`src/hw/rtl/assert_macros.svh`:
```
// assertion macros for the rtl files, included by rdr_queue
// no dependencies
`ifndef ASSERT_MACROS_SVH
`define ASSERT_MACROS_SVH

// clocked property with explicit clock and active-low reset
`define ASSERT_CLK(label, clk, rstn, prop) \
    label: assert property (@(posedge clk) disable iff (!(rstn)) (prop)) \
        else $error("assertion failed");

// clocked property on aclk and aresetn
`define ASSERT_DEF(label, prop) \
    `ASSERT_CLK(label, aclk, aresetn, prop)

`endif

```
`src/hw/rtl/rdr_pkg.sv`:
```
// types and constants shared by the raw depth to rgba8 export block
// no dependencies
`default_nettype none

package rdr_pkg;

    localparam int SAMPLE_W = 16;
    localparam int SUM_W    = 18;
    localparam int BYTE_W   = 8;
    localparam int QDEPTH   = 2;

    localparam logic [BYTE_W-1:0] ALPHA_BYTE = 8'hFF;

    localparam logic [1:0] MODE_GRAY  = 2'd0;
    localparam logic [1:0] MODE_COPY  = 2'd1;
    localparam logic [1:0] MODE_BAYER = 2'd2;

    localparam logic [2:0] REG_MODE   = 3'd0;
    localparam logic [2:0] REG_BRIGHT = 3'd1;
    localparam logic [2:0] REG_DEPTH  = 3'd2;
    localparam logic [2:0] REG_MAP    = 3'd3;
    localparam logic [2:0] REG_WIDTH  = 3'd4;

    localparam logic [1:0]  MODE_RST   = MODE_GRAY;
    localparam logic [3:0]  BRIGHT_RST = 4'd0;
    localparam logic [3:0]  DEPTH_RST  = 4'd4;
    localparam logic [7:0]  MAP_RST    = 8'd97;
    localparam logic [12:0] WIDTH_RST  = 13'd4096;

    typedef enum logic [1:0] {
        OP_GRAY,
        OP_COPY,
        OP_BAYER,
        OP_NONE
    } op_t;

    typedef struct packed {
        logic [1:0]  mode;
        logic [3:0]  bright;
        logic [3:0]  depth;
        logic [7:0]  map;
        logic [12:0] row_width;
    } cfg_t;

    typedef struct packed {
        op_t                   op;
        logic [2:0][SUM_W-1:0] ch;
    } entry_t;

endpackage

`default_nettype wire

```
`src/hw/rtl/rdr_queue.sv`:
```
// two-entry queue between the front end and the byte emitter
// uses rdr_pkg and assert_macros.svh
`default_nettype none
`include "assert_macros.svh"

module rdr_queue import rdr_pkg::*; (
    input  wire logic   aclk,
    input  wire logic   aresetn,
    input  wire logic   push_i,
    input  wire entry_t entry_i,
    output logic        ready_o,
    input  wire logic   pop_i,
    output logic        valid_o,
    output entry_t      entry_o
);

    localparam int PW = (QDEPTH > 1) ? $clog2(QDEPTH) : 1;
    localparam int NW = $clog2(QDEPTH + 1);

    entry_t          mem_reg [QDEPTH];
    logic [PW-1:0]   wr_ptr_reg, wr_ptr_next;
    logic [PW-1:0]   rd_ptr_reg, rd_ptr_next;
    logic [NW-1:0]   count_reg, count_next;

    assign ready_o = (count_reg != NW'(QDEPTH));
    assign valid_o = (count_reg != '0);
    assign entry_o = mem_reg[rd_ptr_reg];

    always_comb begin
        wr_ptr_next = wr_ptr_reg;
        rd_ptr_next = rd_ptr_reg;
        count_next  = count_reg;
        if (push_i) begin
            wr_ptr_next = (wr_ptr_reg == PW'(QDEPTH - 1)) ? '0 : wr_ptr_reg + PW'(1);
        end
        if (pop_i) begin
            rd_ptr_next = (rd_ptr_reg == PW'(QDEPTH - 1)) ? '0 : rd_ptr_reg + PW'(1);
        end
        if (push_i && !pop_i) begin
            count_next = count_reg + NW'(1);
        end else if (!push_i && pop_i) begin
            count_next = count_reg - NW'(1);
        end
    end

    always_ff @(posedge aclk) begin
        if (!aresetn) begin
            wr_ptr_reg <= '0;
            rd_ptr_reg <= '0;
            count_reg  <= '0;
        end else begin
            wr_ptr_reg <= wr_ptr_next;
            rd_ptr_reg <= rd_ptr_next;
            count_reg  <= count_next;
        end
    end

    always_ff @(posedge aclk) begin
        if (push_i) begin
            mem_reg[wr_ptr_reg] <= entry_i;
        end
    end

    `ASSERT_DEF(a_count_bound, count_reg <= NW'(QDEPTH))
    `ASSERT_DEF(a_no_push_full, push_i |-> ready_o)
    `ASSERT_DEF(a_no_pop_empty, pop_i |-> valid_o)
    `ASSERT_DEF(a_count_up, (push_i && !pop_i) |=> (count_reg == $past(count_reg) + NW'(1)))
    `ASSERT_DEF(a_count_down, (!push_i && pop_i) |=> (count_reg == $past(count_reg) - NW'(1)))

endmodule

`default_nettype wire

```
`config.mk`:
```
export PLATFORM = sky130hd
export DESIGN_NAME = rdr_queue
export DESIGN_NICKNAME = d
export VERILOG_FILES = /design/src/hw/rtl/rdr_pkg.sv /design/src/hw/rtl/rdr_queue.sv
export VERILOG_INCLUDE_DIRS = /design/src /design/src/hw/rtl
export SDC_FILE = /design/constraint.sdc
export NUM_CORES = 1
export LEC_CHECK = 0
export BUFFER_PORTS_ARGS = -buffer_cell sky130_fd_sc_hd__buf_2
export CORE_MARGIN = 2
export CORE_UTILIZATION = 46
export CTS_CLUSTER_SIZE = 12
export DETAILED_ROUTE_END_ITERATION = 6
export GPL_TIMING_DRIVEN = 0
export PLACE_DENSITY = 0.73
export SETUP_SLACK_MARGIN = 0.5
export SLEW_MARGIN = 20
export SYNTH_ARGS = -nofsm -noshare
export SYNTH_HDL_FRONTEND = slang
export SYNTH_SLANG_ARGS = --single-unit
```
`constraint.sdc`:
```
create_clock -name aclk -period 3.6 [get_ports aclk]
set_clock_uncertainty 0.05 [all_clocks]
set_input_delay 0.18 -clock aclk [delete_from_list [all_inputs] [get_ports aclk]]
set_output_delay 0.18 -clock aclk [all_outputs]
set_load 0.02 [all_outputs]
```
==> results.py, run 1 <==
metrics = {
    "layout": {
        "max_ffs_per_register": 112,
        "area_delta_synth_final_pct": 46.1,
        "layout-drive-gt1-share_pct": 39.1,
        "fin_nets": 455,
        "final_common_cell": "buf_2",
        "antenna-diode-count": 0,
        "layout_common_cells": "buf_2, edfxtp_1, dlygate4sd3_1, mux2_1, clkbuf_16",
        "layoutNonFillerInstCount": 518,
        "final_cell_area_um2": 6240,
        "post_route_utilization_pct": 68.5,
    },
    "critical_path": {
        "cp-end-kind": "primary output",
        "worstReg2RegStart": "wr_ptr_reg$_SDFFE_PN0P_",
        "cp.arrival_ps": 1720,
        "r2r.worst_path.cells": 3,
        "timing.reg2reg.setup_slack_ps": 2010,
        "critPathLaunchType": "flop",
        "critical_path_peak_fanout": 10,
        "criticalPathCategory": "reg2out",
        "crit_required_ps": 3370,
        "worst_reg2reg_path_endpoint": "wr_ptr_reg$_SDFFE_PN0P_",
    },
    "routing": {
        "route.vias.total": 2446,
        "drtAntennaViolNets": 0,
        "drt_wl_total_mm": 8.08,
        "drt_pass1_iterations": 4,
        "wl_per_cell_um": 15.6,
        "drc": 0,
        "route.detailed.vias_per_inst": 4.72,
        "drt-initial-drc-count": 39,
    },
    "cts": {
        "clockBufferDepth": 2,
        "clk_latency_ps": 490,
        "cts_post_setup_buffers_inserted": 0,
        "path_clk_slew_ps": 60,
        "htree_levels": 4,
        "cts_sinks": 117,
        "cts_root_buffer": "clkbuf_8",
        "cts_tree": "yes",
        "cts_made_buffers": 17,
        "cts_resized": 0,
    },
    "die": {
        "coreArea_um2": 9110,
        "die_h_um": 100,
        "dieWidth_um": 100,
        "total_die_area_um2": 10100,
        "boundaryPins": 118,
        "placementRows": 35,
        "starting_utilization_of_the_core_area_pct": 46.9,
    },
    "timing": {
        "post-route-period-util_pct": 54.3,
        "achievable-frequency_ghz": 0.512,
        "final-setup-viol-count": 0,
        "setup-tns-final_ps": 0,
        "grt_setup_unrepaired": "no",
        "timing.final.crit_period_ps": 1950,
        "max-slew-margin-rel_pct": 70.9,
        "worst-slew-pin-transition_ps": 436,
        "report.final.slew_viol_count": 0,
        "hold_viol": 0,
    },
    "grt": {
        "grt_resource_usage_total_pct": 16.4,
        "grt_pass1_wl_mm": 12.3,
        "grt_start_max_net_pins": 52,
        "grt.busiest_layer": "met2",
        "overflow": 0,
        "grt_antenna_before_repair": 0,
        "met3_usage_pct": 5.36,
        "first_global_vias": 2572,
        "use_met1_pct": 19.3,
        "grt.met2_usage_pct": 28.0,
    },
    "synthesis": {
        "yosysWarningCount": 0,
        "dominant_cell_type_by_area_after_synthesis": "edfxtp_1",
        "synth.yosys.seq_area_share_pct": 81.1,
        "yosysTopAreaCellShare_pct": 78.8,
        "synth.area.top_cells": "edfxtp_1, mux2_1, dfxtp_1, buf_6, and2_1",
        "synth.cell_area_um2": 4270,
        "post_synthesis_cells": 196,
        "synthDistinctLibCells": 18,
        "synth_seq_cells": 117,
        "syn-mean-instance-area_um2": 21.8,
        "syn_nets": 257,
    },
    "power": {
        "power_density_normalized_to_cell_area_nw_per_um2": 573,
        "ir_drop_mv": 0.362,
        "static-leakage-power_nw": 2.42,
        "report.power.total_mw": 3.57,
    },
    "min_path": {
        "min_delay_worst_endpoint": "mem_reg[1][49]$_DFFE_PP_",
        "hold_depth": 2,
        "beginning_of_the_worst_hold_path": "push_i",
        "timing.hold.worst.class": "in2reg",
    },
    "placed_design": {
        "post_place_cell_area_um2": 5080,
        "gp_routability_congestion": 0.725,
        "hpwl_after_dpl_mm": 4.86,
        "placed_cells": 427,
        "port_buffers": 117,
    },
    "outcome": {
        "status": "finished, final reports clean",
    },
    "job": {
        "cap_viol_max_count": 0,
    },
}
[through the flow]
stage          worst slack, ps  hold slack [ps]
4_1_cts                   1620             99.9
6_report                  1650              122
3_3_place_gp               489              317
3_5_place_dp              2030              322
2_1_floorplan             1330              229
5_1_grt                   1570              123
[power breakdown]
part / total, mW / internal, mW / switching [mW] / leakage, nW
Sequential: 1.59 / 1.57 / 0.0189 / 1.09
Combinational: 0.412 / 0.188 / 0.224 / 1.06
Clock: 1.57 / 0.985 / 0.584 / 0.272
Total: 3.57 / 2.75 / 0.827 / 2.42
[repair_timing]
action                     in CTS  in global routing
setup endpoints to repair       0                  0
hold buffers                   59                  0
hold endpoints to repair      117                  0
[worst max-delay path, cell delays in order (launching register included)]
cell     delay, ps
dfxtp_1        320
buf_4          210
buf_6          180
mux2_1         350
buf_2          170
[routing by layer]
| layer | vias up | wire length (um) |
|---|---|---|
| met3 | 9 | 442 |
| met5 | - | 0 |
| met1 | 1186 | 3440 |
| li1 | 1171 | - |
| met4 | 0 | 73 |
| met2 | 80 | 4130 |
[area by class of cell]
class                      instances  area [um2]
buffer                             6        57.6
clock buffer                      17         414
clock inverter                    15         154
fill                             617        2870
inverter                           1        3.75
multi-input combinational         72         756
sequential                       117        3460
tap                              111         139
timing repair buffer             179        1250
[worst max path at each step]
stage / startpoint / cells past startpoint / to / slack, ps
global placement: push_i / 2 / mem_reg[0][23]$_DFFE_PP_ / 490
global route: flop / 4 / entry_o[32] / 1570
detailed placement: push_i / 4 / mem_reg[0][0]$_DFFE_PP_ / 2030
floorplan: wr_ptr_reg$_SDFFE_PN0P_ / 1 / mem_reg[0][0]$_DFFE_PP_ / 1330
finish: flop / 4 / entry_o[27] / 1650
CTS: flop / 4 / entry_o[4] / 1620
[synth_stat cells]
library cell,count
inv_1,1
buf_4,1
xnor2_1,1
mux2_1,56
nand2b_1,1
xor2_1,2
a21boi_1,1
nor2b_1,2
buf_6,4
o21a_1,1
or3_1,1
buf_2,1
o21ai_0,1
ha_1,1
edfxtp_1,112
dfxtp_1,5
or2_1,1
and2_1,4
[cells by family (layout without fill, tap and decap cells)]
family | Yosys count | count (layout) | share of synthesized area (%)
DFF | 117 | 117 | 81.1
muxes | 56 | 56 | 14.8
AOI/OAI and AO/OA | 3 | 3 | 0.469
and+or+nand+nor | 9 | 9 | 1.32
adders and majority gates | 1 | 1 | 0.293
buffers and inverters | 7 | 218 | 1.44
xor gates and xnor gates | 3 | 3 | 0.615
No activity file was read; power rests on OpenSTA's default activity.
==> run 2: changes to the inputs <==
- ABC_AREA: default -> 1
- CORE_UTILIZATION: 46 -> 50
- PLACE_DENSITY: 0.73 -> 0.75
- clock period: 3.6 -> 1.9 ns (I/O delays scaled with it)
==> run 2 against run 1 <==
Sequential share of layout area shrank 4.3 points. Combinational power grew 130%. Core utilization grew 9.6 points. Worst setup slack lost 1500 ps. Sequential cell count is the same. Largest power group unchanged.
==> results.py, run 2 <==
metrics = {
    "cts": {
        "htree_levels": 4,
        "cts_made_buffers": 17,
        "cts_tree": "yes",
        "clockBufferDepth": 2,
        "cts_sinks": 117,
        "cts_root_buffer": "clkbuf_8",
        "clk_latency_ps": 500,
        "path_clk_slew_ps": 50,
    },
    "die": {
        "total_die_area_um2": 9640,
        "dieWidth_um": 98.2,
        "starting_utilization_of_the_core_area_pct": 51.1,
        "coreArea_um2": 8680,
        "die_h_um": 98.2,
        "boundaryPins": 118,
        "placementRows": 34,
    },
    "routing": {
        "drc": 0,
        "drt-initial-drc-count": 86,
        "route.detailed.vias_per_inst": 4.88,
        "drtAntennaViolNets": 0,
        "drt_wl_total_mm": 8.99,
        "wl_per_cell_um": 16.7,
        "drt_pass1_iterations": 4,
        "route.vias.total": 2631,
    },
    "synthesis": {
        "post_synthesis_cells": 209,
        "synth.top_cells.by_count": "edfxtp_1, mux2_4, mux2_2",
        "synth_edf_count": 112,
        "synth.yosys.seq_area_share_pct": 78.1,
        "synth_seq_cells": 117,
        "synth.cell_area_um2": 4430,
        "synth-async-reset-ratio_pct": 0,
        "postSynth.topFlopCell": "edfxtp_1",
        "yosysTopAreaCellShare_pct": 75.9,
        "yosysWarningCount": 0,
        "syn-mean-instance-area_um2": 21.2,
        "syn_nets": 270,
        "dominant_cell_type_by_area_after_synthesis": "edfxtp_1",
        "synthDistinctLibCells": 14,
        "most_repeated_cell_in_the_gate_level_netlist_after_synthesis": "edfxtp_1",
        "synth.area.top_cells": "edfxtp_1, mux2_4, mux2_2, dfxtp_1, buf_6",
    },
    "min_path": {
        "min_delay_worst_endpoint": "mem_reg[0][49]$_DFFE_PP_",
        "beginning_of_the_worst_hold_path": "entry_i[49]",
        "hold_depth": 2,
        "timing.hold.worst.class": "in2reg",
    },
    "timing": {
        "achievable-frequency_ghz": 0.560,
        "grt_setup_unrepaired": "yes",
        "timing.final.crit_period_ps": 1790,
        "hold_slack_ps": 257,
        "hold_viol": 0,
        "max-slew-margin-rel_pct": 77.8,
        "report.final.slew_viol_count": 0,
        "final-setup-viol-count": 0,
        "post-route-period-util_pct": 94.0,
        "worst-slew-pin-transition_ps": 332,
    },
    "layout": {
        "fin_nets": 480,
        "layout-drive-gt1-share_pct": 52.4,
        "antenna-diode-count": 0,
        "final_common_cell": "edfxtp_1",
        "n_fill_cell": 485,
        "max_ffs_per_register": 112,
        "area_delta_synth_final_pct": 52.9,
        "post_route_utilization_pct": 78.1,
        "layout_common_cells": "edfxtp_1, buf_2, dlygate4sd3_1, mux2_4, buf_6",
        "layoutNonFillerInstCount": 539,
    },
    "critical_path": {
        "critical_path_peak_fanout": 10,
        "r2r.worst_path.cells": 4,
        "cp.arrival_ps": 1640,
        "criticalPathCategory": "reg2out",
        "worstReg2RegStart": "wr_ptr_reg$_SDFFE_PN0P_",
        "crit_required_ps": 1750,
        "critPathLaunchType": "flop",
        "timing.reg2reg.setup_slack_ps": 600,
        "cp-end-kind": "primary output",
        "worst_reg2reg_path_endpoint": "wr_ptr_reg$_SDFFE_PN0P_",
    },
    "outcome": {
        "status": "finished, final reports clean",
    },
    "job": {
        "cap_viol_max_count": 0,
    },
    "grt": {
        "grt_start_max_net_pins": 31,
        "grt_antenna_before_repair": 0,
        "overflow": 0,
        "first_global_vias": 2744,
        "grt_pass1_wl_mm": 13.3,
        "grt_resource_usage_total_pct": 18.6,
    },
    "power": {
        "power_density_normalized_to_cell_area_nw_per_um2": 1010,
        "ir_drop_mv": 0.786,
        "static-leakage-power_nw": 2.74,
        "report.power.total_mw": 6.85,
    },
    "placed_design": {
        "port_buffers": 117,
        "gp_routability_congestion": 0.655,
        "placed_cells": 437,
        "hpwl_after_dpl_mm": 4.92,
    },
}
-- run 2: cell families after synthesis --
family / Yosys count / share of synthesized area (%)
AOI/OAI and AO/OA: 2 / 0.226
adders and majority gates: 1 / 0.282
buffers and inverters: 14 / 2.06
DFF: 117 / 78.1
muxes: 56 / 17.6
and+or+nand+nor: 19 / 1.69
-- run 2: area by class of cell --
class                   instances  area, um2  share of cell area, %
repair buffers                190       1570                   23.1
repair inverters                1       7.51                  0.111
inverters                       8       33.8                  0.499
multi-input cells              78        916                   13.5
well taps                     108        135                   1.99
plain buffers                   6        115                   1.70
clock buffers                  19        422                   6.22
flip-flops and latches        117       3470                   51.2
clock inverters                12        114                   1.68
-- run 2: routing by layer --
layer | wire [um] | vias up | global-route usage, %
li1 | - | 1225 | -
met1 | 3460 | 1288 | 20.2
met2 | 4900 | 106 | 33.2
met3 | 536 | 12 | 6.08
met4 | 94 | 0 | 7.80
met5 | 0 | - | 0
-- run 2: worst max-delay path: stages (launching register included) --
cell     delay, ps
dfxtp_4        360
buf_12         150
buf_12         150
mux2_4         310
buf_2          160
-- run 2: where the power goes --
| part | switching, mW | internal (mW) |
|---|---|---|
| Clock | 1.03 | 1.83 |
| Combinational | 0.443 | 0.521 |
| Sequential | 0.0393 | 2.98 |
| Total | 1.51 | 5.33 |
-- run 2: repair_timing --
| action | CTS | global route |
|---|---|---|
| endpoints found under the hold margin | 117 | 0 |
| gates cloned | 3 | 2 |
| setup endpoints to repair | 112 | 57 |
| hold buffers | 61 | 0 |
| setup buffers | 4 | 1 |
| resized for setup | 48 | 31 |
-- run 2: worst max-delay path by stage --
stage | cells past startpoint | to | start
5_1_grt | 4 | entry_o[45] | flop
3_3_place_gp | 2 | mem_reg[1][31]$_DFFE_PP_ | wr_ptr_reg$_SDFFE_PN0P_
4_1_cts | 4 | entry_o[26] | flop
6_report | 4 | entry_o[38] | flop
3_5_place_dp | 3 | mem_reg[1][16]$_DFFE_PP_ | wr_ptr_reg$_SDFFE_PN0P_
2_1_floorplan | 2 | mem_reg[1][0]$_DFFE_PP_ | wr_ptr_reg$_SDFFE_PN0P_
-- run 2: stage by stage --
stage	setup TNS, ps	cell area, um2	setup slack [ps]
detailed placement	0	5230	184
CTS	0	6620	99.0
floorplan	0	4450	253
finish	0	6780	115
global route	0	6780	54.2
global placement	-19750	5170	-220
==> run 3: changes to the inputs <==
--- a/config.mk
+++ b/config.mk
@@ -16,5 +16,5 @@
 export PLACE_DENSITY = 0.75
 export SETUP_SLACK_MARGIN = 0.5
-export SLEW_MARGIN = 20
+export SLEW_MARGIN = 10
 export SYNTH_ARGS = -nofsm -noshare
 export SYNTH_HDL_FRONTEND = slang
==> constraint.sdc (replaced) <==
create_clock -name aclk -period 1.9 [get_ports aclk]
set_clock_uncertainty 0.05 [all_clocks]
set_input_delay 0.285 -clock aclk [delete_from_list [all_inputs] [get_ports aclk]]
set_output_delay 0.285 -clock aclk [all_outputs]
set_load 0.02 [all_outputs]
==> run 3 against run 2 <==
Worst setup slack worse by 190 ps. First-iteration DRC count is 59% higher. Largest cell class unchanged. The flow now finishes with violations (negative setup slack). Cell area up 3.7%. Clock-buffer cell count is 2 lower. Sequential share of layout area down 1.8 points. Highest routed layer unchanged.
==> results.py, run 3 (synthesis results as in run 2) <==
metrics = {
    "outcome": {
        "status": "complete, but fails checks",
        "violations": "negative setup slack",
    },
    "cts": {
        "path_clk_slew_ps": 50,
        "cts_made_buffers": 17,
        "clockBufferDepth": 2,
        "cts_root_buffer": "clkbuf_8",
        "cts_sinks": 117,
        "cts_tree": "yes",
        "htree_levels": 4,
        "clk_latency_ps": 490,
    },
    "die": {
        "boundaryPins": 118,
        "die_h_um": 98.2,
        "placementRows": 34,
        "coreArea_um2": 8680,
        "total_die_area_um2": 9640,
        "starting_utilization_of_the_core_area_pct": 51.1,
        "dieWidth_um": 98.2,
    },
    "min_path": {
        "timing.hold.worst.class": "in2reg",
    },
    "routing": {
        "drtAntennaViolNets": 0,
        "drt-initial-drc-count": 137,
        "drt_wl_total_mm": 9.70,
        "drt_pass1_iterations": 4,
        "route.detailed.vias_per_inst": 4.93,
        "route.vias.total": 2661,
        "wl_per_cell_um": 18.0,
        "drc": 0,
    },
    "timing": {
        "final-setup-viol-count": 52,
        "timing.final.crit_period_ps": 1970,
        "max-slew-margin-rel_pct": 67.7,
        "final.setup.worst_slack_ps": -71.3,
        "post-route-period-util_pct": 104,
        "hold_viol": 0,
        "grt_setup_unrepaired": "yes",
        "worst-slew-pin-transition_ps": 484,
        "achievable-frequency_ghz": 0.507,
        "report.final.slew_viol_count": 0,
    },
    "grt": {
        "first_global_vias": 2734,
        "grt_start_max_net_pins": 26,
        "use_met1_pct": 20.8,
        "grt_antenna_before_repair": 0,
        "overflow": 0,
        "grt.met2_usage_pct": 33.9,
        "grt_resource_usage_total_pct": 18.6,
        "grt_pass1_wl_mm": 13.5,
        "met3_usage_pct": 4.94,
        "grt.busiest_layer": "met2",
    },
    "placed_design": {
        "port_buffers": 117,
        "post_place_cell_area_um2": 5220,
        "hpwl_after_dpl_mm": 4.82,
        "gp_routability_congestion": 0.753,
    },
    "critical_path": {
        "critical-path-slowest-cell": "dfxtp_4",
        "critPathMaxStageDelay_ps": 390,
        "timing.critical_path.cells": "buf_12 -> clkbuf_16 -> mux2_4 -> buf_6",
        "cp-end-kind": "primary output",
        "crit_required_ps": 1560,
        "critPathLaunchType": "flop",
        "critical_path_peak_fanout": 5,
        "worst_path_dominant_cell_family": "buffers and inverters",
        "cp.arrival_ps": 1640,
        "cp.buffers_inverters": 3,
        "criticalPathCategory": "reg2out",
    },
    "layout": {
        "n_fill_cell": 454,
        "final_common_cell": "edfxtp_1",
        "layout-drive-gt1-share_pct": 54.4,
        "fin_nets": 483,
        "layout_common_cells": "edfxtp_1, buf_6, buf_2, dlygate4sd3_1, mux2_4",
        "max_ffs_per_register": 112,
        "area_delta_synth_final_pct": 58.5,
        "antenna-diode-count": 0,
        "final_cell_area_um2": 7020,
    },
    "power": {
        "report.power.total_mw": 6.70,
        "static-leakage-power_nw": 2.84,
        "ir_drop_mv": 0.860,
        "power_density_normalized_to_cell_area_nw_per_um2": 953,
    },
    "job": {
        "cap_viol_max_count": 0,
    },
}
run 3: changes by cell type in the layout (fill, tap and decap cells not counted), sizes merged:
cell	delta
dlygate4sd3	-3
clkinvlp	+4
bufinv	-2
buf	+2
run 3: routing by layer:
layer | routed length [um] | vias up | share of wire (%)
met1 | 3810 | 1328 | 39
met4 | 117 | 0 | 1.2
met2 | 5380 | 88 | 55
met3 | 399 | 10 | 4.1
met5 | 0 | - | 0
li1 | - | 1235 | -
run 3: worst paths after layout:
path,start,endpoint,cells past startpoint,slack [ps]
worst min-delay path,push_i,wr_ptr_reg$_SDFFE_PN0P_,3,70
worst max-delay path,flop,entry_o[15],4,-70
worst min register to register,count_reg[0]$_SDFFE_PN0P_,count_reg[0]$_SDFFE_PN0P_,2,450
worst max register to register,wr_ptr_reg$_SDFFE_PN0P_,mem_reg[0][31]$_DFFE_PP_,2,540
run 3: cell type report:
class | count | area (um2) | area share (%)
Sequential cell | 117 | 3470 | 49.4
Timing Repair Buffer | 191 | 1810 | 25.8
Multi-Input combinational cell | 78 | 951 | 13.5
Clock buffer | 17 | 414 | 5.90
Tap cell | 108 | 135 | 1.92
Buffer | 6 | 115 | 1.64
Clock inverter | 12 | 68.8 | 0.980
Inverter | 8 | 36.3 | 0.517
Timing Repair inverter | 3 | 22.5 | 0.321
run 3: power breakdown:
| part | internal, mW | leakage [nW] | total (mW) | switching, mW |
|---|---|---|---|---|
| logic | 0.626 | 1.52 | 1.10 | 0.476 |
| registers | 2.99 | 1.09 | 3.03 | 0.0455 |
| clock network | 1.55 | 0.227 | 2.56 | 1.02 |
run 3: repair_timing:
item,in CTS,in global routing
cloned,6,4
hold endpoints to repair,115,0
setup endpoints to repair,114,58
setup buffers,5,2
pin swaps,1,1
hold buffers,58,0
gates resized for setup,63,101
run 3: worst register-to-register path, cell delays in order, from the launching register on:
cell,delay [ps]
dfxtp_2,350
nor2_4,390
buf_12,260
run 3: stage by stage:
step           setup TNS, ps  hold slack, ps  std cells  util, %  worst slack (ps)
2_1_floorplan              0             334        209        -               253
3_3_place_gp          -36980             422        434     59.6              -347
3_5_place_dp          -20040             426        436     60.1              -359
4_1_cts                -3700            45.6        534     75.8             -90.1
5_1_grt                -4550            82.8        540     80.9              -112
6_report               -2150            74.8        540     80.9             -71.3
