[src/hw/rtl/assert_macros.svh]
// assertion macros for the rtl files, included by rdr_queue
// no dependencies
`ifndef ASSERT_MACROS_SVH
`define ASSERT_MACROS_SVH

// clocked property with explicit clock and active-low reset
`define ASSERT_CLK(label, clk, rstn, prop) \
    label: assert property (@(posedge clk) disable iff (!(rstn)) (prop)) \
        else $error("assertion failed");

// clocked property on aclk and aresetn
`define ASSERT_DEF(label, prop) \
    `ASSERT_CLK(label, aclk, aresetn, prop)

`endif

[src/hw/rtl/rdr_pkg.sv]
// types and constants shared by the raw depth to rgba8 export block
// no dependencies
`default_nettype none

package rdr_pkg;

    localparam int SAMPLE_W = 16;
    localparam int SUM_W    = 18;
    localparam int BYTE_W   = 8;
    localparam int QDEPTH   = 2;

    localparam logic [BYTE_W-1:0] ALPHA_BYTE = 8'hFF;

    localparam logic [1:0] MODE_GRAY  = 2'd0;
    localparam logic [1:0] MODE_COPY  = 2'd1;
    localparam logic [1:0] MODE_BAYER = 2'd2;

    localparam logic [2:0] REG_MODE   = 3'd0;
    localparam logic [2:0] REG_BRIGHT = 3'd1;
    localparam logic [2:0] REG_DEPTH  = 3'd2;
    localparam logic [2:0] REG_MAP    = 3'd3;
    localparam logic [2:0] REG_WIDTH  = 3'd4;

    localparam logic [1:0]  MODE_RST   = MODE_GRAY;
    localparam logic [3:0]  BRIGHT_RST = 4'd0;
    localparam logic [3:0]  DEPTH_RST  = 4'd4;
    localparam logic [7:0]  MAP_RST    = 8'd97;
    localparam logic [12:0] WIDTH_RST  = 13'd4096;

    typedef enum logic [1:0] {
        OP_GRAY,
        OP_COPY,
        OP_BAYER,
        OP_NONE
    } op_t;

    typedef struct packed {
        logic [1:0]  mode;
        logic [3:0]  bright;
        logic [3:0]  depth;
        logic [7:0]  map;
        logic [12:0] row_width;
    } cfg_t;

    typedef struct packed {
        op_t                   op;
        logic [2:0][SUM_W-1:0] ch;
    } entry_t;

endpackage

`default_nettype wire

[src/hw/rtl/rdr_back.sv]
// back end: scales and saturates one byte per cycle into the output register
// while the output is ready; uses rdr_pkg
`default_nettype none

module rdr_back import rdr_pkg::*; (
    input  wire logic   aclk,
    input  wire logic   aresetn,
    input  wire cfg_t   cfg_i,
    input  wire logic   q_valid_i,
    input  wire entry_t q_entry_i,
    output logic        q_pop_o,
    output logic        m_valid_o,
    input  wire logic   m_ready_i,
    output logic [BYTE_W-1:0] m_byte_o,
    output logic        m_last_o
);

    localparam logic [1:0] IDX_GREEN = 2'd1;
    localparam logic [1:0] IDX_ALPHA = 2'd3;
    localparam int SW = SUM_W + 16;

    logic [1:0]        idx_reg, idx_next;
    logic              valid_reg, valid_next;
    logic [BYTE_W-1:0] byte_reg;
    logic              last_reg;

    logic              load;
    logic              is_last;
    logic [3:0]        eff_bright;
    logic [4:0]        rshift;
    logic [SUM_W-1:0]  chan;
    logic [SW-1:0]     shifted;
    logic [BYTE_W-1:0] byte_val;

    assign load    = !valid_reg || m_ready_i;
    assign is_last = (q_entry_i.op == OP_COPY) || (idx_reg == IDX_ALPHA);
    assign q_pop_o = load && q_valid_i && is_last;

    always_comb begin
        eff_bright = (cfg_i.bright < cfg_i.depth) ? cfg_i.bright : cfg_i.depth;
        rshift     = {1'b0, cfg_i.depth};
        if ((q_entry_i.op == OP_BAYER) && (idx_reg == IDX_GREEN)) begin
            rshift = {1'b0, cfg_i.depth} + 5'd1;
        end
        chan     = (idx_reg == IDX_ALPHA) ? '0 : q_entry_i.ch[idx_reg];
        shifted  = (SW'(chan) << eff_bright) >> rshift;
        if (idx_reg == IDX_ALPHA) begin
            byte_val = ALPHA_BYTE;
        end else if (|shifted[SW-1:BYTE_W]) begin
            byte_val = ALPHA_BYTE;
        end else begin
            byte_val = shifted[BYTE_W-1:0];
        end
    end

    always_comb begin
        valid_next = valid_reg;
        idx_next   = idx_reg;
        if (load) begin
            valid_next = q_valid_i;
            if (q_valid_i) begin
                idx_next = is_last ? '0 : idx_reg + 2'd1;
            end
        end
    end

    always_ff @(posedge aclk) begin
        if (!aresetn) begin
            valid_reg <= 1'b0;
            idx_reg   <= '0;
        end else begin
            valid_reg <= valid_next;
            idx_reg   <= idx_next;
        end
    end

    always_ff @(posedge aclk) begin
        if (load && q_valid_i) begin
            byte_reg <= byte_val;
            last_reg <= is_last;
        end
    end

    assign m_valid_o = valid_reg;
    assign m_byte_o  = byte_reg;
    assign m_last_o  = last_reg;

endmodule

`default_nettype wire

[config.mk]
export PLATFORM = sky130hd
export DESIGN_NAME = rdr_back
export DESIGN_NICKNAME = d
export VERILOG_FILES = /design/src/hw/rtl/assert_macros.svh /design/src/hw/rtl/rdr_pkg.sv /design/src/hw/rtl/rdr_back.sv
export SDC_FILE = /design/constraint.sdc
export NUM_CORES = 1
export LEC_CHECK = 0
export ABC_AREA = 1
export BUFFER_PORTS_ARGS = -buffer_cell sky130_fd_sc_hd__buf_2
export CORE_ASPECT_RATIO = 1.5
export CORE_MARGIN = 4
export CORE_UTILIZATION = 50
export CTS_CLUSTER_SIZE = 40
export DETAILED_ROUTE_END_ITERATION = 10
export HOLD_SLACK_MARGIN = 0.15
export PLACE_DENSITY_LB_ADDON = 0.12
export SYNTH_ARGS = -nofsm -noshare
export SYNTH_HDL_FRONTEND = slang
export SYNTH_SLANG_ARGS = --single-unit
export TNS_END_PERCENT = 1
[constraint.sdc]
create_clock -name aclk -period 3.1 [get_ports aclk]
set_input_delay 0.775 -clock aclk [delete_from_list [all_inputs] [get_ports aclk]]
set_output_delay 0.775 -clock aclk [all_outputs]
set_load 0.005 [all_outputs]
==> run_summary.xml, run 1 <==
<?xml version="1.0" encoding="UTF-8"?>
<metrics>
  <group name="timing">
    <metric name="layout_min_cycle_time" unit="ns">3.52</metric>
    <metric name="final_min_period_over_clock_period" unit="%">113</metric>
    <metric name="tightest_slew" unit="ns">0.531</metric>
    <metric name="setup_viol" unit="">8</metric>
    <metric name="final_critical_path_setup_slack" unit="ns">-0.417</metric>
    <metric name="max_slew_margin" unit="%">64.6</metric>
    <metric name="timing.final.hold_violations" unit="">0</metric>
    <metric name="max_clock_freq" unit="GHz">0.284</metric>
    <metric name="rsz0062_at_grt" unit="">true</metric>
    <metric name="final.setup_skew" unit="ns">0.00374</metric>
    <metric name="slew_viol_final" unit="">0</metric>
  </group>
  <group name="worst_setup_path">
    <metric name="cpMaxStageDelayCell" unit="">sky130_fd_sc_hd__ha_4</metric>
    <metric name="critical_path_arrival" unit="ns">3.50</metric>
    <metric name="worst-path-stages" unit="">25</metric>
    <metric name="crit_required" unit="ns">3.09</metric>
    <metric name="cp.buffers_inverters" unit="">5</metric>
    <metric name="path_delay_family" unit="">simple AND/OR/NAND/NOR gates</metric>
    <metric name="cp_slowest_stage_delay" unit="ns">0.20</metric>
    <metric name="setup.worst_path.start_class" unit="">input port</metric>
    <metric name="critPathCaptureType" unit="">register</metric>
    <metric name="logic_depth_of_the_worst_register_to_register_path" unit="">20</metric>
    <metric name="timing_worst_setup_path_type" unit="">input port to register</metric>
    <metric name="crit_top_cell" unit="">sky130_fd_sc_hd__nand3_2</metric>
    <metric name="timing.critical_path.fanout_max" unit="">8</metric>
  </group>
  <group name="routing">
    <metric name="remaining_drc_errors" unit="">0</metric>
    <metric name="routed_wl" unit="um">16400</metric>
    <metric name="drt.antenna.violating_nets" unit="">0</metric>
    <metric name="dr_total_vias" unit="">5820</metric>
    <metric name="dr.pass1.iters" unit="">5</metric>
    <metric name="drt-vias-per-instance" unit="">6.18</metric>
    <metric name="post_drt_wl_per_cell" unit="um">17.4</metric>
    <metric name="drt-initial-drc-count" unit="">468</metric>
  </group>
  <group name="yosys">
    <metric name="yosysWarnings" unit="">0</metric>
    <metric name="synth.largest_area_cell" unit="">sky130_fd_sc_hd__nand3_1</metric>
    <metric name="yosys_register_bits" unit="">12</metric>
    <metric name="synth_compound_area_share" unit="%">11.7</metric>
    <metric name="synth_top_area_share" unit="%">31.6</metric>
    <metric name="synth_top_cells_by_area" unit="">sky130_fd_sc_hd__nand3_1 32%, sky130_fd_sc_hd__nand2_1 19%, sky130_fd_sc_hd__edfxtp_1 6.9%, sky130_fd_sc_hd__nand3_2 6.7%, sky130_fd_sc_hd__o21ai_0 4.1%</metric>
    <metric name="synth_simple_gate_area_share" unit="%">66.8</metric>
    <metric name="synthesis.area" unit="sq um">3910</metric>
    <metric name="netlist_instances" unit="">714</metric>
    <metric name="main_combinational_cell_family_by_area_after_synthesis" unit="">simple AND/OR/NAND/NOR gates</metric>
    <metric name="synth.mux.area_fraction" unit="%">0</metric>
    <metric name="post_synth_num_cell_types" unit="">39</metric>
    <metric name="synthesis.nets" unit="">812</metric>
    <metric name="postSynthAreaPerCell" unit="sq um">5.47</metric>
    <metric name="post_synth_xor_area_fraction" unit="%">0.448</metric>
    <metric name="synth_adder_area_share" unit="%">2.24</metric>
    <metric name="post_synthesis_sequential_area_ratio" unit="%">8.45</metric>
  </group>
  <group name="clock_network">
    <metric name="cts_made_buffers" unit="">3</metric>
    <metric name="insertion_delay" unit="ns">0.25</metric>
    <metric name="clock_tree_from_tritoncts" unit="">done</metric>
    <metric name="clock_sinks" unit="">12</metric>
    <metric name="htreeDepth" unit="">1</metric>
    <metric name="cts_buffer_depth" unit="">2</metric>
    <metric name="cts.hold.buffers_added" unit="">0</metric>
    <metric name="cts.reportedPaths.clkPinSlew" unit="ns">0.05</metric>
    <metric name="cts-root-buf" unit="">sky130_fd_sc_hd__clkbuf_16</metric>
  </group>
  <group name="finish">
    <metric name="antenna_cells_inserted" unit="">0</metric>
    <metric name="max_reg_flops" unit="">8</metric>
    <metric name="fillers" unit="">570</metric>
    <metric name="ratio_of_cells_with_drive_above_1_in_the_final_layout" unit="%">46.3</metric>
    <metric name="seqCellArea" unit="sq um">330</metric>
    <metric name="final_cells" unit="">942</metric>
    <metric name="final_nets" unit="">939</metric>
    <metric name="layout_commonest_cell" unit="">sky130_fd_sc_hd__nand2_1</metric>
    <metric name="mostFrequentLayoutCells" unit="">179 x sky130_fd_sc_hd__nand2_1, 150 x sky130_fd_sc_hd__nand3_2, 118 x sky130_fd_sc_hd__nand3_1</metric>
    <metric name="multiInputGateArea" unit="sq um">4020</metric>
    <metric name="syn2layout_area_growth" unit="%">53.4</metric>
  </group>
  <group name="floorplan">
    <metric name="pin_count" unit="">102</metric>
    <metric name="die-height" unit="um">116</metric>
    <metric name="fp.coreArea" unit="sq um">7610</metric>
    <metric name="die_width" unit="um">80.2</metric>
    <metric name="die_area" unit="sq um">9320</metric>
    <metric name="std_cell_rows" unit="">39</metric>
    <metric name="starting_density" unit="%">51.3</metric>
  </group>
  <group name="place">
    <metric name="detailedPlace.worstSlack" unit="ns">-0.575</metric>
    <metric name="place.port_buffers" unit="">78</metric>
    <metric name="gpl.final_weighted_congestion" unit="">0.948</metric>
    <metric name="dp.cells" unit="">919</metric>
    <metric name="post-dp-hpwl" unit="um">10300</metric>
  </group>
  <group name="power">
    <metric name="static-leakage-power" unit="nW">2.84</metric>
    <metric name="irDropWorstVdd" unit="mV">0.343</metric>
    <metric name="power.density_cell_area" unit="nW/um^2">347</metric>
    <metric name="totalPowerFinal" unit="mW">2.08</metric>
  </group>
  <group name="flow_run">
    <metric name="drv_cap" unit="">0</metric>
  </group>
  <group name="global_route">
    <metric name="groute.usage.overall" unit="%">27.8</metric>
    <metric name="via_count_of_the_first_global_routing_pass" unit="">5001</metric>
    <metric name="grt_start_max_net_pins" unit="">32</metric>
    <metric name="initial_antenna_violation_count" unit="">0</metric>
    <metric name="grt_overflow" unit="">0</metric>
    <metric name="grt_pass1_wl" unit="um">21800</metric>
  </group>
  <group name="hold_path">
    <metric name="worst_hold_path_type" unit="">register to register</metric>
    <metric name="hold_depth" unit="">2</metric>
  </group>
  <group name="status">
    <metric name="status" unit="">finished, violations left</metric>
    <metric name="failed_checks" unit="">negative setup slack</metric>
  </group>
</metrics>
## metrics by stage
| stage | utilization [%] | hold WS (ns) | TNS [ns] | instance area (sq um) |
|---|---|---|---|---|
| floorplan | - | 0.488 | -0.0786 | 3960 |
| global placement | 64.0 | 0.482 | -4.02 | 4870 |
| detailed placement | 64.0 | 0.502 | -4.48 | 4870 |
| CTS | 68.3 | 0.508 | -2.10 | 5200 |
| global route | 78.7 | 0.542 | -4.71 | 5990 |
| finish | 78.7 | 0.513 | -3.21 | 5990 |
## worst paths after layout
path                                             endpoint               startpoint  slack, ns
worst min-delay path               m_valid_o$_SDFFE_PN0N_   m_valid_o$_SDFFE_PN0N_       0.51
worst max register to register  m_byte_o[6]$_SDFFCE_PP1P_  idx_reg[0]$_SDFFE_PN0P_      -0.03
worst min register to register     m_valid_o$_SDFFE_PN0N_   m_valid_o$_SDFFE_PN0N_       0.51
worst max-delay path            m_byte_o[6]$_SDFFCE_PP1P_                cfg_i[23]      -0.42
## cell type report
class	instances	share of cell area, %
clock buffer	3	1.25
clock inverter	1	0.0626
inverter	33	2.19
multi-input combinational	623	67.1
sequential	12	5.51
tap	102	2.13
timing repair buffer	168	21.8
## synth_stat cells, drive strengths merged
| cell | instances |
|---|---|
| a31oi | 1 |
| nand4 | 9 |
| clkbuf | 7 |
| dfxtp | 3 |
| nor2 | 44 |
| clkinv | 1 |
| inv | 32 |
| edfxtp | 9 |
| o211ai | 14 |
| ha | 7 |
| nand3 | 273 |
| xor2 | 2 |
| buf | 40 |
| and2 | 2 |
| o21ai | 40 |
| nor3 | 1 |
| o2bb2ai | 1 |
| nand2 | 212 |
| a21oi | 12 |
| a21boi | 1 |
| a211oi | 1 |
| o31ai | 2 |
## power by group
group	internal [mW]	switching (mW)	leakage (nW)
clock network	0.171	0.0764	0.0385
logic	0.636	1.01	2.71
registers	0.178	0.00419	0.0905
## layer usage
metal	vias up	wire [um]	track usage (%)
met4	0	933	10.7
met1	2644	6050	31.4
met2	348	8250	52.7
met5	-	0	0
met3	90	1160	2.70
li1	2738	-	-
## worst min-delay path, delay by kind of cell (launching register included)
kind	cells	cell delay, ns
AOI/OAI and AO/OA	1	0.08
DFF	1	0.31
and+or+nand+nor	1	0.07
## repair_timing
action	in CTS	in global routing
setup buffers	11	4
pin swaps	12	37
resized for setup	37	151
endpoints found under the setup margin	8	8
gates cloned	1	3
## cell families (layout without fill, tap and decap cells)
logic type                 count (synthesis)  after routing
DFF                                       12             12
xor gates and xnor gates                   2              2
AOI/OAI and AO/OA                         72             72
adders and majority gates                  7              7
and+or+nand+nor                          541            542
buffers and inverters                     80            205
Power figures use the tool's default switching activity.
==> run 2, diff against run 1 <==
--- a/config.mk
+++ b/config.mk
@@ -5,7 +5,6 @@
 export SDC_FILE = /design/constraint.sdc
 export NUM_CORES = 1
 export LEC_CHECK = 0
-export ABC_AREA = 1
 export BUFFER_PORTS_ARGS = -buffer_cell sky130_fd_sc_hd__buf_2
 export CORE_ASPECT_RATIO = 1.5
 export CORE_MARGIN = 4
==> run_summary.xml, run 2 <==
<?xml version="1.0" encoding="UTF-8"?>
<metrics>
  <group name="floorplan">
    <metric name="die_width" unit="um">84.3</metric>
    <metric name="std_cell_rows" unit="">41</metric>
    <metric name="fp.coreArea" unit="sq um">8460</metric>
    <metric name="die-height" unit="um">122</metric>
    <metric name="pin_count" unit="">102</metric>
    <metric name="die_area" unit="sq um">10300</metric>
    <metric name="starting_density" unit="%">51.6</metric>
  </group>
  <group name="flow_run">
    <metric name="drv_cap" unit="">0</metric>
  </group>
  <group name="yosys">
    <metric name="postSynthAreaPerCell" unit="sq um">7.18</metric>
    <metric name="synthArstFlopShare" unit="%">0</metric>
    <metric name="synth_top_area_share" unit="%">6.65</metric>
    <metric name="yosys.cell_count.top_type" unit="">sky130_fd_sc_hd__nand2_1</metric>
    <metric name="netlist_instances" unit="">608</metric>
    <metric name="synthesis.nets" unit="">706</metric>
    <metric name="synth.largest_area_cell" unit="">sky130_fd_sc_hd__mux2i_1</metric>
    <metric name="post_synthesis_sequential_area_ratio" unit="%">7.56</metric>
    <metric name="synth_top_cells_by_area" unit="">sky130_fd_sc_hd__mux2i_1 6.6%, sky130_fd_sc_hd__edfxtp_1 6.2%, sky130_fd_sc_hd__a211oi_1 6.0%, sky130_fd_sc_hd__nand2_1 5.5%, sky130_fd_sc_hd__nor2_1 4.6%</metric>
    <metric name="edff_count_synth" unit="">9</metric>
    <metric name="post_synth_num_cell_types" unit="">85</metric>
    <metric name="yosys_register_bits" unit="">12</metric>
    <metric name="synthesis.area" unit="sq um">4370</metric>
    <metric name="yosysWarnings" unit="">0</metric>
    <metric name="ys_top_cells_by_count" unit="">64 x sky130_fd_sc_hd__nand2_1, 53 x sky130_fd_sc_hd__nor2_1, 36 x sky130_fd_sc_hd__a21oi_1</metric>
    <metric name="primary_ff_master_synth" unit="">sky130_fd_sc_hd__edfxtp_1</metric>
  </group>
  <group name="clock_network">
    <metric name="clock_sinks" unit="">12</metric>
    <metric name="cts.reportedPaths.clkPinSlew" unit="ns">0.05</metric>
    <metric name="cts_buffer_depth" unit="">2</metric>
    <metric name="insertion_delay" unit="ns">0.25</metric>
    <metric name="cts.hold.buffers_added" unit="">0</metric>
    <metric name="cts-root-buf" unit="">sky130_fd_sc_hd__clkbuf_16</metric>
    <metric name="htreeDepth" unit="">1</metric>
    <metric name="clock_tree_from_tritoncts" unit="">done</metric>
    <metric name="cts_made_buffers" unit="">3</metric>
  </group>
  <group name="hold_path">
    <metric name="hold_path.startpoint" unit="">m_valid_o$_SDFFE_PN0N_</metric>
    <metric name="hold_path_end" unit="">m_valid_o$_SDFFE_PN0N_</metric>
    <metric name="worst_hold_path_type" unit="">register to register</metric>
    <metric name="hold_depth" unit="">2</metric>
  </group>
  <group name="power">
    <metric name="power.density_cell_area" unit="nW/um^2">379</metric>
    <metric name="static-leakage-power" unit="nW">3.10</metric>
    <metric name="irDropWorstVdd" unit="mV">0.258</metric>
  </group>
  <group name="finish">
    <metric name="finish.utilization" unit="%">86.6</metric>
    <metric name="max_reg_flops" unit="">8</metric>
    <metric name="antenna_cells_inserted" unit="">0</metric>
    <metric name="ratio_of_cells_with_drive_above_1_in_the_final_layout" unit="%">50.7</metric>
    <metric name="syn2layout_area_growth" unit="%">67.8</metric>
    <metric name="layout_commonest_cell" unit="">sky130_fd_sc_hd__buf_4</metric>
    <metric name="final_nets" unit="">994</metric>
    <metric name="mostFrequentLayoutCells" unit="">240 x sky130_fd_sc_hd__buf_4, 76 x sky130_fd_sc_hd__buf_2, 62 x sky130_fd_sc_hd__nand2_1</metric>
  </group>
  <group name="global_route">
    <metric name="grt_overflow" unit="">0</metric>
    <metric name="groute.usage.overall" unit="%">44.7</metric>
    <metric name="grt_pass1_wl" unit="um">36500</metric>
    <metric name="via_count_of_the_first_global_routing_pass" unit="">7097</metric>
    <metric name="grt_start_max_net_pins" unit="">24</metric>
    <metric name="initial_antenna_violation_count" unit="">0</metric>
  </group>
  <group name="timing">
    <metric name="final.setup_skew" unit="ns">0.0102</metric>
    <metric name="max_slew_margin" unit="%">39.2</metric>
    <metric name="final_min_period_over_clock_period" unit="%">145</metric>
    <metric name="final_critical_path_setup_slack" unit="ns">-1.41</metric>
    <metric name="tightest_slew" unit="ns">0.906</metric>
    <metric name="rsz0062_at_grt" unit="">true</metric>
    <metric name="slew_viol_final" unit="">0</metric>
    <metric name="layout_min_cycle_time" unit="ns">4.51</metric>
    <metric name="max_clock_freq" unit="GHz">0.222</metric>
    <metric name="timing.final.hold_violations" unit="">0</metric>
    <metric name="setup_viol" unit="">8</metric>
  </group>
  <group name="status">
    <metric name="failed_checks" unit="">negative setup slack</metric>
    <metric name="status" unit="">finished, violations left</metric>
  </group>
  <group name="routing">
    <metric name="dr.pass1.iters" unit="">6</metric>
    <metric name="remaining_drc_errors" unit="">0</metric>
    <metric name="wl_met2" unit="um">11000</metric>
    <metric name="dr_total_vias" unit="">6895</metric>
    <metric name="route.top_layer_used" unit="">met4</metric>
    <metric name="routed_wl" unit="um">23200</metric>
    <metric name="drt.antenna.violating_nets" unit="">0</metric>
    <metric name="wl_met3" unit="um">2290</metric>
    <metric name="post_drt_wl_per_cell" unit="um">23.2</metric>
    <metric name="drt-initial-drc-count" unit="">728</metric>
    <metric name="wirelength_met1" unit="um">7150</metric>
    <metric name="drt-vias-per-instance" unit="">6.88</metric>
  </group>
  <group name="worst_setup_path">
    <metric name="reg2reg_to" unit="">m_byte_o[5]$_SDFFCE_PP1P_</metric>
    <metric name="path_cells" unit="">buf_2 &gt; inv_4 &gt; ha_4 &gt; o211ai_1 &gt; buf_4 &gt; o21ai_4 &gt; buf_12 &gt; mux2i_4 &gt; buf_4 &gt; nand2_4 &gt; o22ai_1 &gt; nor3_2 &gt; nor2_1 &gt; o22ai_2 &gt; buf_4 &gt; nor4_1 &gt; nor3_2 &gt; a31oi_2 &gt; a21oi_1 &gt; nand3_1</metric>
    <metric name="path_delay_family" unit="">compound AO/OA/AOI/OAI gates</metric>
    <metric name="logic_depth_of_the_worst_register_to_register_path" unit="">16</metric>
    <metric name="timing.critical_path.fanout_max" unit="">8</metric>
    <metric name="critPathCaptureType" unit="">register</metric>
    <metric name="critical_path_arrival" unit="ns">4.61</metric>
    <metric name="setup.worst_path.start_class" unit="">input port</metric>
    <metric name="worst-path-stages" unit="">20</metric>
    <metric name="cp_slowest_stage_delay" unit="ns">0.40</metric>
    <metric name="cpMaxStageDelayCell" unit="">sky130_fd_sc_hd__mux2i_4</metric>
    <metric name="crit_top_cell" unit="">sky130_fd_sc_hd__buf_4</metric>
    <metric name="timing_worst_setup_path_type" unit="">input port to register</metric>
    <metric name="worst_r2r_startpoint" unit="">idx_reg[1]$_SDFFE_PN0P_</metric>
    <metric name="reg2reg_setup_slack" unit="ns">-1.14</metric>
    <metric name="crit_required" unit="ns">3.20</metric>
    <metric name="cp.buffers_inverters" unit="">6</metric>
  </group>
  <group name="place">
    <metric name="detailedPlace.worstSlack" unit="ns">-1.77</metric>
    <metric name="place.port_buffers" unit="">78</metric>
    <metric name="post-dp-hpwl" unit="um">17000</metric>
    <metric name="gpl.final_weighted_congestion" unit="">1.03</metric>
  </group>
</metrics>
## run 2: cell count changes after synthesis, sizes merged, moves of 24 or more
| cell | change |
|---|---|
| a21oi | +25 |
| mux2i | +41 |
| nor3 | +31 |
| a211oi | +36 |
| nand2 | -143 |
| nand3 | -247 |
| inv | -24 |
## run 2: worst max path at each step
| stage | slack [ns] | end | startpoint |
|---|---|---|---|
| 6_report | -1.41 | m_byte_o[4]$_SDFFCE_PP1P_ | cfg_i[22] |
| 4_1_cts | -1.22 | m_byte_o[7]$_SDFFCE_PP1P_ | cfg_i[24] |
| 3_3_place_gp | -1.66 | m_byte_o[3]$_SDFFCE_PP1P_ | cfg_i[24] |
| 3_5_place_dp | -1.77 | m_byte_o[3]$_SDFFCE_PP1P_ | cfg_i[24] |
| 2_1_floorplan | -1.08 | m_byte_o[1]$_SDFFCE_PP1P_ | cfg_i[24] |
| 5_1_grt | -1.60 | m_byte_o[5]$_SDFFCE_PP1P_ | cfg_i[22] |
## run 2: tightest hold or removal path: cells and delay by family (launching register included)
family	cells	cell delay [ns]
AND/OR/NAND/NOR	1	0.16
flip-flops	1	0.32
AO/OA/AOI/OAI	1	0.12
## run 2: final cells by class
type                    count  area [sq um]
multi-input cells         537          4240
inverters                   8          50.0
repair buffers            334          2490
well taps                 107           134
fillers                   480          1140
flip-flops and latches     12           330
clock inverters             1          3.75
clock buffers               3          75.1
## run 2: cell families after synthesis
logic type | synth area share, %
muxes | 14.7
adders and majority gates | 2.01
xor gates and xnor gates | 1.20
and+or+nand+nor | 25.6
AOI/OAI and AO/OA | 41.4
buffers and inverters | 7.42
DFF | 7.56
## run 2: repair_timing
item                       4_1_cts  5_1_grt
setup endpoints to repair        8        8
setup buffers                   23        3
pin swaps                       32        5
gates resized for setup         66        7
cloned                           3        0
## run 2: stage by stage
| step | TNS (ns) | hold WS, ns | area [sq um] | std cells | total power, mW |
|---|---|---|---|---|---|
| floorplan | -8.34 | 0.594 | 4530 | 608 | 1.25 |
| global placement | -13.04 | 0.584 | 6640 | 969 | 2.10 |
| detailed placement | -13.68 | 0.609 | 6640 | 969 | 2.15 |
| CTS | -9.53 | 0.624 | 7280 | 999 | 2.63 |
| global route | -12.43 | 0.663 | 7330 | 1002 | 2.90 |
| finish | -10.61 | 0.627 | 7330 | 1002 | 2.78 |
## run 2: power by group
group / internal, mW / switching (mW) / total (mW)
Sequential: 0.178 / 0.00320 / 0.181
Clock: 0.171 / 0.0779 / 0.249
Combinational: 1.11 / 1.24 / 2.35
## run 2: metal layers
metal  vias to the layer above  global-route usage [%]
met4                         0                    40.4
met3                       245                    11.9
li1                       2990                       -
met5                         -                       0
met1                      3072                    42.7
met2                       588                    77.8
